==> config.mk <==
export PLATFORM = sky130hd
export DESIGN_NAME = rep_string_instruction_decoder
export DESIGN_NICKNAME = d
export VERILOG_FILES = /design/src/hdl/rsid_pkg.sv /design/src/hdl/rsid_decode.sv /design/src/hdl/rep_string_instruction_decoder.sv
export SDC_FILE = /design/constraint.sdc
export NUM_CORES = 1
export LEC_CHECK = 0
export ABC_AREA = 1
export BUFFER_PORTS_ARGS = -buffer_cell sky130_fd_sc_hd__buf_2
export CAP_MARGIN = 20
export CORE_MARGIN = 4
export CORE_UTILIZATION = 48
export CTS_BUF_LIST = sky130_fd_sc_hd__clkbuf_4 sky130_fd_sc_hd__clkbuf_8
export DETAILED_ROUTE_END_ITERATION = 8
export HOLD_SLACK_MARGIN = 0.02
export PLACE_DENSITY_LB_ADDON = 0.15
export SLEW_MARGIN = 20
export SYNTH_ARGS = -nofsm -noshare
export SYNTH_HDL_FRONTEND = slang
export SYNTH_SLANG_ARGS = --single-unit
export TNS_END_PERCENT = 30
==> constraint.sdc <==
create_clock -name clk_i -period 7 [get_ports clk_i]
set_clock_uncertainty 0.2 [all_clocks]
set_input_delay 0.35 -clock clk_i [delete_from_list [all_inputs] [get_ports clk_i]]
set_output_delay 0.35 -clock clk_i [all_outputs]
set_load 0.05 [all_outputs]
==> src/hdl/rsid_pkg.sv <==
package rsid_pkg;

  localparam int unsigned CountWidth   = 6;
  localparam int unsigned MaxBytesDflt = 32;

  localparam logic [7:0] OpOperandSize = 8'h66;
  localparam logic [7:0] OpAddrSize    = 8'h67;
  localparam logic [7:0] OpRexW        = 8'h48;
  localparam logic [7:0] OpRepne       = 8'hF2;
  localparam logic [7:0] OpRep         = 8'hF3;
  localparam logic [7:0] OpMovsB       = 8'hA4;
  localparam logic [7:0] OpMovsW       = 8'hA5;
  localparam logic [7:0] OpCmpsB       = 8'hA6;
  localparam logic [7:0] OpCmpsW       = 8'hA7;
  localparam logic [7:0] OpStosB       = 8'hAA;
  localparam logic [7:0] OpStosW       = 8'hAB;
  localparam logic [7:0] OpLodsB       = 8'hAC;
  localparam logic [7:0] OpLodsW       = 8'hAD;
  localparam logic [7:0] OpScasB       = 8'hAE;
  localparam logic [7:0] OpScasW       = 8'hAF;

  localparam logic [1:0] SizeByte  = 2'd0;
  localparam logic [1:0] SizeWord  = 2'd1;
  localparam logic [1:0] SizeDword = 2'd2;
  localparam logic [1:0] SizeQword = 2'd3;

  typedef struct packed {
    logic                  accepted;
    logic [CountWidth-1:0] insn_length;
    logic [1:0]            operand_size_code;
    logic                  writes_flags;
    logic                  uses_source_index;
    logic                  repeat_not_equal;
    logic                  address_override;
  } rsid_result_t;

endpackage

==> src/hdl/rsid_decode.sv <==
module rsid_decode #(
  parameter int unsigned MaxBytes = rsid_pkg::MaxBytesDflt
) (
  input  logic                  clk_i,
  input  logic                  rst_ni,
  input  logic                  fire_i,
  input  logic [7:0]            code_byte_i,
  input  logic                  end_of_buffer_i,
  input  logic                  mode_64bit_i,
  output logic                  res_valid_o,
  output rsid_pkg::rsid_result_t res_o
);
  import rsid_pkg::*;

  localparam logic [CountWidth-1:0] MaxCount = CountWidth'(MaxBytes);

  logic                  opsz_q, opsz_d;
  logic                  adsz_q, adsz_d;
  logic                  rep_q, rep_d;
  logic                  repne_q, repne_d;
  logic                  rexw_q, rexw_d;
  logic                  skip_q, skip_d;
  logic [CountWidth-1:0] count_q, count_d;

  logic [CountWidth-1:0] count_inc;
  logic                  is_prefix;
  logic                  is_string;
  logic                  flags_mod;
  logic                  uses_si;
  logic                  reject;
  logic [1:0]            size_code;

  assign count_inc = count_q + CountWidth'(1);

  always_comb begin
    is_prefix = 1'b0;
    is_string = 1'b0;
    flags_mod = 1'b0;
    uses_si   = 1'b0;
    unique case (code_byte_i)
      OpOperandSize, OpAddrSize, OpRepne, OpRep: is_prefix = 1'b1;
      OpRexW: is_prefix = mode_64bit_i;
      OpMovsB, OpMovsW: begin
        is_string = 1'b1;
        uses_si   = 1'b1;
      end
      OpStosB, OpStosW, OpLodsB, OpLodsW: is_string = 1'b1;
      OpCmpsB, OpCmpsW: begin
        is_string = 1'b1;
        flags_mod = 1'b1;
        uses_si   = 1'b1;
      end
      OpScasB, OpScasW: begin
        is_string = 1'b1;
        flags_mod = 1'b1;
      end
      default: ;
    endcase
  end

  always_comb begin
    if (!code_byte_i[0]) begin
      size_code = SizeByte;
    end else if (rexw_q) begin
      size_code = SizeQword;
    end else if (opsz_q) begin
      size_code = SizeWord;
    end else begin
      size_code = SizeDword;
    end
  end

  always_comb begin
    opsz_d      = opsz_q;
    adsz_d      = adsz_q;
    rep_d       = rep_q;
    repne_d     = repne_q;
    rexw_d      = rexw_q;
    skip_d      = skip_q;
    count_d     = count_q;
    res_valid_o = 1'b0;
    res_o       = '0;
    reject      = 1'b0;
    if (fire_i) begin
      if (skip_q) begin
        if (end_of_buffer_i) begin
          skip_d = 1'b0;
        end
      end else begin
        if (is_prefix) begin
          reject = end_of_buffer_i || (count_inc >= MaxCount);
        end else if (is_string) begin
          reject = !rep_q;
        end else begin
          reject = 1'b1;
        end
        if (is_prefix && !reject) begin
          count_d = count_inc;
          if (code_byte_i == OpOperandSize) opsz_d = 1'b1;
          if (code_byte_i == OpAddrSize) adsz_d = 1'b1;
          if (code_byte_i == OpRexW) rexw_d = 1'b1;
          if (code_byte_i == OpRepne) repne_d = 1'b1;
          if (code_byte_i == OpRepne || code_byte_i == OpRep) rep_d = 1'b1;
        end else begin
          res_valid_o = 1'b1;
          if (!reject) begin
            res_o.accepted          = 1'b1;
            res_o.insn_length       = count_inc;
            res_o.operand_size_code = size_code;
            res_o.writes_flags      = flags_mod;
            res_o.uses_source_index = uses_si;
            res_o.repeat_not_equal  = repne_q;
            res_o.address_override  = adsz_q;
          end
          opsz_d  = 1'b0;
          adsz_d  = 1'b0;
          rep_d   = 1'b0;
          repne_d = 1'b0;
          rexw_d  = 1'b0;
          count_d = '0;
          skip_d  = !end_of_buffer_i;
        end
      end
      if (skip_q && end_of_buffer_i) begin
        opsz_d  = 1'b0;
        adsz_d  = 1'b0;
        rep_d   = 1'b0;
        repne_d = 1'b0;
        rexw_d  = 1'b0;
        count_d = '0;
      end
    end
  end

  always_ff @(posedge clk_i or negedge rst_ni) begin
    if (!rst_ni) begin
      opsz_q  <= 1'b0;
      adsz_q  <= 1'b0;
      rep_q   <= 1'b0;
      repne_q <= 1'b0;
      rexw_q  <= 1'b0;
      skip_q  <= 1'b0;
      count_q <= '0;
    end else begin
      opsz_q  <= opsz_d;
      adsz_q  <= adsz_d;
      rep_q   <= rep_d;
      repne_q <= repne_d;
      rexw_q  <= rexw_d;
      skip_q  <= skip_d;
      count_q <= count_d;
    end
  end

  a_accept_len: assert property (@(posedge clk_i) disable iff (!rst_ni)
    res_valid_o && res_o.accepted |-> res_o.insn_length != '0)
    else $error("accepted result with zero length");

  a_reject_zero: assert property (@(posedge clk_i) disable iff (!rst_ni)
    res_valid_o && !res_o.accepted |-> res_o == '0)
    else $error("rejected result carries nonzero fields");

  a_skip_silent: assert property (@(posedge clk_i) disable iff (!rst_ni)
    fire_i && skip_q |-> !res_valid_o)
    else $error("result produced while skipping");

  a_result_clears: assert property (@(posedge clk_i) disable iff (!rst_ni)
    res_valid_o |=> count_q == '0 && !rep_q)
    else $error("decoder state not cleared after result");

endmodule

==> src/hdl/rep_string_instruction_decoder.sv <==
// REP string instruction decoder.
// Input channel: one code byte per transaction (code_byte_i, end_of_buffer_i),
// handshaked by in_valid_i / in_stall_o. Output channel: one result per
// transaction on accepted_o .. address_override_o, handshaked by out_valid_o /
// out_stall_i. Prefix bytes and bytes skipped after a result produce no
// output; a string opcode, an unknown byte, a missing opcode at end of buffer
// or a prefix reaching MaxBytes produces exactly one result.
// A byte passes from the input register through the combinational decode into
// the result register that drives out_valid_o. Throughput: one byte per cycle
// while no result is held by out_stall_i, set by that register chain.
// The input register keeps taking bytes while a result waits, as long as the
// decode stage can drain; if the result register is held by out_stall_i and
// the input register is full, in_stall_o is raised.
// Reset clears all prefix flags, the byte count, the skip flag and both
// valid flags, and sets mode_64bit to 1. mode_64bit_we_i writes the mode bit.
module rep_string_instruction_decoder #(
  parameter int unsigned MaxBytes = rsid_pkg::MaxBytesDflt
) (
  input  logic       clk_i,
  input  logic       rst_ni,
  input  logic       mode_64bit_we_i,
  input  logic       mode_64bit_i,
  input  logic       in_valid_i,
  output logic       in_stall_o,
  input  logic [7:0] code_byte_i,
  input  logic       end_of_buffer_i,
  output logic       out_valid_o,
  input  logic       out_stall_i,
  output logic       accepted_o,
  output logic [5:0] insn_length_o,
  output logic [1:0] operand_size_code_o,
  output logic       writes_flags_o,
  output logic       uses_source_index_o,
  output logic       repeat_not_equal_o,
  output logic       address_override_o
);
  import rsid_pkg::*;

  logic         mode_q;
  logic         in_valid_q;
  logic [7:0]   byte_q;
  logic         eob_q;
  logic         out_valid_q;
  rsid_result_t out_q;
  logic         consume;
  logic         in_take;
  logic         res_valid;
  rsid_result_t res;

  assign consume    = in_valid_q && (!out_valid_q || !out_stall_i);
  assign in_stall_o = in_valid_q && !consume;
  assign in_take    = in_valid_i && !in_stall_o;

  rsid_decode #(
    .MaxBytes(MaxBytes)
  ) u_decode (
    .clk_i          (clk_i),
    .rst_ni         (rst_ni),
    .fire_i         (consume),
    .code_byte_i    (byte_q),
    .end_of_buffer_i(eob_q),
    .mode_64bit_i   (mode_q),
    .res_valid_o    (res_valid),
    .res_o          (res)
  );

  always_ff @(posedge clk_i or negedge rst_ni) begin
    if (!rst_ni) begin
      mode_q      <= 1'b1;
      in_valid_q  <= 1'b0;
      out_valid_q <= 1'b0;
    end else begin
      if (mode_64bit_we_i) begin
        mode_q <= mode_64bit_i;
      end
      if (in_take) begin
        in_valid_q <= 1'b1;
      end else if (consume) begin
        in_valid_q <= 1'b0;
      end
      if (consume && res_valid) begin
        out_valid_q <= 1'b1;
      end else if (!out_stall_i) begin
        out_valid_q <= 1'b0;
      end
    end
  end

  always_ff @(posedge clk_i) begin
    if (in_take) begin
      byte_q <= code_byte_i;
      eob_q  <= end_of_buffer_i;
    end
    if (consume && res_valid) begin
      out_q <= res;
    end
  end

  assign out_valid_o         = out_valid_q;
  assign accepted_o          = out_q.accepted;
  assign insn_length_o       = out_q.insn_length;
  assign operand_size_code_o = out_q.operand_size_code;
  assign writes_flags_o      = out_q.writes_flags;
  assign uses_source_index_o = out_q.uses_source_index;
  assign repeat_not_equal_o  = out_q.repeat_not_equal;
  assign address_override_o  = out_q.address_override;

  a_no_overwrite: assert property (@(posedge clk_i) disable iff (!rst_ni)
    consume && res_valid |-> !(out_valid_q && out_stall_i))
    else $error("result register overwritten while stalled");

  a_hold_input: assert property (@(posedge clk_i) disable iff (!rst_ni)
    in_valid_q && !consume |=> in_valid_q && $stable(byte_q))
    else $error("pending input byte lost");

  a_stall_full: assert property (@(posedge clk_i) disable iff (!rst_ni)
    in_stall_o |-> in_valid_q && out_valid_q && out_stall_i)
    else $error("input stalled without a full pipeline");

endmodule

==> out/metrics.csv <==
metric,value,unit
first-pass detailed-route iteration total,4,
Inserted Clock Buffers,5,
Fin Setup TNS,0,ns
IO Count,30,
clock slew at reported path FFs,0.11,ns
static leakage,0.908,nW
Remaining DRCs,0,
"Cell Area, Synth",1640,um^2
Routed Antenna Nets,0,
"delay-heaviest family, CP",simple AND/OR/NAND/NOR gates,
global route overflow,0,
pin count of the biggest net entering global routing,16,
final setup fails,0,
final hold vios,0,
area grow syn2layout,24.0,%
Final Max Slew Viols,0,
chip height,66.4,um
CP startpoint kind,register,
syn_nets,180,
leading area contributor after synthesis,edfxtp_1,
# H-tree levels,2,
Tcrit/Tclk final,35.5,%
max-cap check violation count,0,
Fin Hold WS,0.0456,ns
CTS tree,built,
Final min period,2.48,ns
vias in the first global route,1173,
most frequent cell after synthesis,nor2_1,
Final GP Congestion,0.867,
first-pass GRT wire length,5.38,mm
DP Area,1830,um^2
asr flop ratio synth,40.5,%
share of the synthesized area in the top cell type,40.4,%
width of the die,66.4,um
Vias,1212,
final net count,227,
Initial DRC Count,54,
crit path capture type,register,
Synth Flop Type,edfxtp_1,
cell row count,20,
synth cell count leaders,"nor2_1 (34), inv_1 (26), nand2_1 (26), edfxtp_1 (22), dfrtp_1 (14)",
PwrDens,268,nW/um^2
WL final,3.09,mm
CTS max path bufs,2,
Rel. slew slack,35.1,%
Port Buffers,29,
Worst EP arrival,2.25,ns
CORE AREA,3150,um^2
CP required,6.77,ns
total track usage,16.5,%
top post-synthesis cells by area,"edfxtp_1 (40%), dfrtp_1 (21%), nor2_1 (7.8%)",
CP max FO,13,
CTS Root Cell,clkbuf_4,
worst setup path class,reg -> reg,
CTS Sinks,37,
design area,2030,um^2
crit-path most repeated cell,nor2_1,
Fill cells,284,
"Distinct cells, synth",28,
initial antenna violation count,0,
Ant. Diodes,0,
unrepaired setup endpoints after global routing,false,
worst slew pin tran,0.970,ns
HP Class,in -> reg,
layout cells sized above 1,24.1,%
#FFs+latches synth,37,
Mean Syn Cell Area,9.98,um^2
worst vdd ir,0.162,mV
DP HPWL,2.29,mm
Starting Density,51.9,%
wire length per cell,12.1,um
CP max stage delay,0.73,ns
CP max-delay cell,nor2_1,
Worst Path Buf+Inv,0,
sequential-to-total area share from yosys stat,63.4,%
Post-synth EDFFs,22,
synth warn,0,
fmax,403,MHz
"critical path, cell by cell",nand2_1 > nor2_1 > o21ai_1 > nand3_2 > nand2_4 > nand2_2 > nor2_1,
outcome,completed,
Die Area,4410,um^2
Clock Latency Late Sink,0.35,ns
synthesized netlist cell count,164,
Vias/cell,4.73,
[worst paths after layout]
kind | endpoint | depth (start not counted) | startpoint | slack [ns]
min in group asynchronous | u_decode.count_q[0]$_DFFE_PN0P_ | 2 | rst_ni | 0.22
hold / removal | mode_q$_DFFE_PN1P_ | 2 | mode_64bit_we_i | 0.05
hold reg to reg | u_decode.count_q[5]$_DFFE_PN0P_ | 2 | u_decode.count_q[5]$_DFFE_PN0P_ | 0.32
max in group asynchronous | mode_q$_DFFE_PN1P_ | 2 | rst_ni | 6.09
setup / recovery | writes_flags_o$_SDFFCE_PP0P_ | 7 | byte_q[2]$_DFFE_PP_ | 4.52
setup reg to reg | writes_flags_o$_SDFFCE_PP0P_ | 7 | byte_q[2]$_DFFE_PP_ | 4.52
[registers in the layout, summed over array words and instances (netlist names), 2 cells and up]
name / cells
byte_q: 8
insn_length_o: 6
u_decode.count_q: 6
operand_size_code_o: 2
[worst register-to-register path, cell delays in order, from the launching register on]
cell      delay [ns]
edfxtp_1        0.43
nand2_1         0.12
nor2_1          0.06
o21ai_1         0.19
nand3_2         0.17
nand2_4         0.13
nand2_2         0.07
nor2_1          0.73
[final cells by class]
type / count / area, um^2 / area share (%)
Sequential cell: 37 / 1040 / 51.1
Clock inverter: 2 / 35.0 / 1.73
Tap cell: 44 / 55.1 / 2.71
Timing Repair Buffer: 41 / 265 / 13.1
Inverter: 28 / 105 / 5.18
Clock buffer: 6 / 45.0 / 2.22
Multi-Input combinational cell: 98 / 487 / 24.0
[timing repair]
item | in CTS | in global routing
setup buffers | 0 | 0
gates resized for setup | 0 | 0
hold buffers | 12 | 0
endpoints found under the hold margin | 26 | 0
[routing by layer]
layer	vias to the layer above	part of all wire, %	GRT usage, %
met5	-	0	0
met4	0	2.7	8.38
met3	10	6.5	4.59
met2	44	47	25.9
met1	538	44	20.8
li1	620	-	-
[cell usage in the layout, fill, tap and decap left out, types with 2 or more instances in the layout]
cell type / netlist / final
nor2_1: 34 / 34
buf_2: 0 / 29
inv_1: 26 / 26
nand2_1: 26 / 26
edfxtp_1: 22 / 22
dfrtp_1: 14 / 14
dlygate4sd3_1: 0 / 12
nand3_1: 6 / 6
clkbuf_4: 0 / 6
o21ai_1: 5 / 5
nand4_1: 3 / 3
nor2_2: 3 / 3
inv_2: 2 / 2
nand3_2: 2 / 2
xor2_1: 2 / 2
nor3_1: 2 / 2
a21oi_1: 2 / 2
a22oi_1: 2 / 2
[where the power goes]
part	switching [mW]	internal, mW
clock network	0.0679	0.0787
logic	0.0938	0.0296
registers	0.0138	0.260
[metrics by stage]
step / power (mW) / utilization, % / setup WS (ns) / std cells
6_report: 0.544 / 64.4 / 4.52 / 256
3_5_place_dp: 0.398 / 58.0 / 4.47 / 236
3_3_place_gp: 0.396 / 58.0 / 4.59 / 236
5_1_grt: 0.572 / 64.4 / 4.27 / 256
4_1_cts: 0.548 / 64.4 / 4.47 / 256
2_1_floorplan: 0.368 / - / 4.71 / 164
[kinds of logic after synthesis]
logic type                 count (synthesis)  share of synthesized area [%]
AOI/OAI and AO/OA                         14                           5.20
adders and majority gates                  1                          0.764
xor gates and xnor gates                   3                           1.61
buffers and inverters                     29                           6.88
DFF                                       37                           63.4
muxes                                      1                          0.688
and+or+nand+nor                           79                           21.5
No activity file was read; power rests on OpenSTA's default activity.
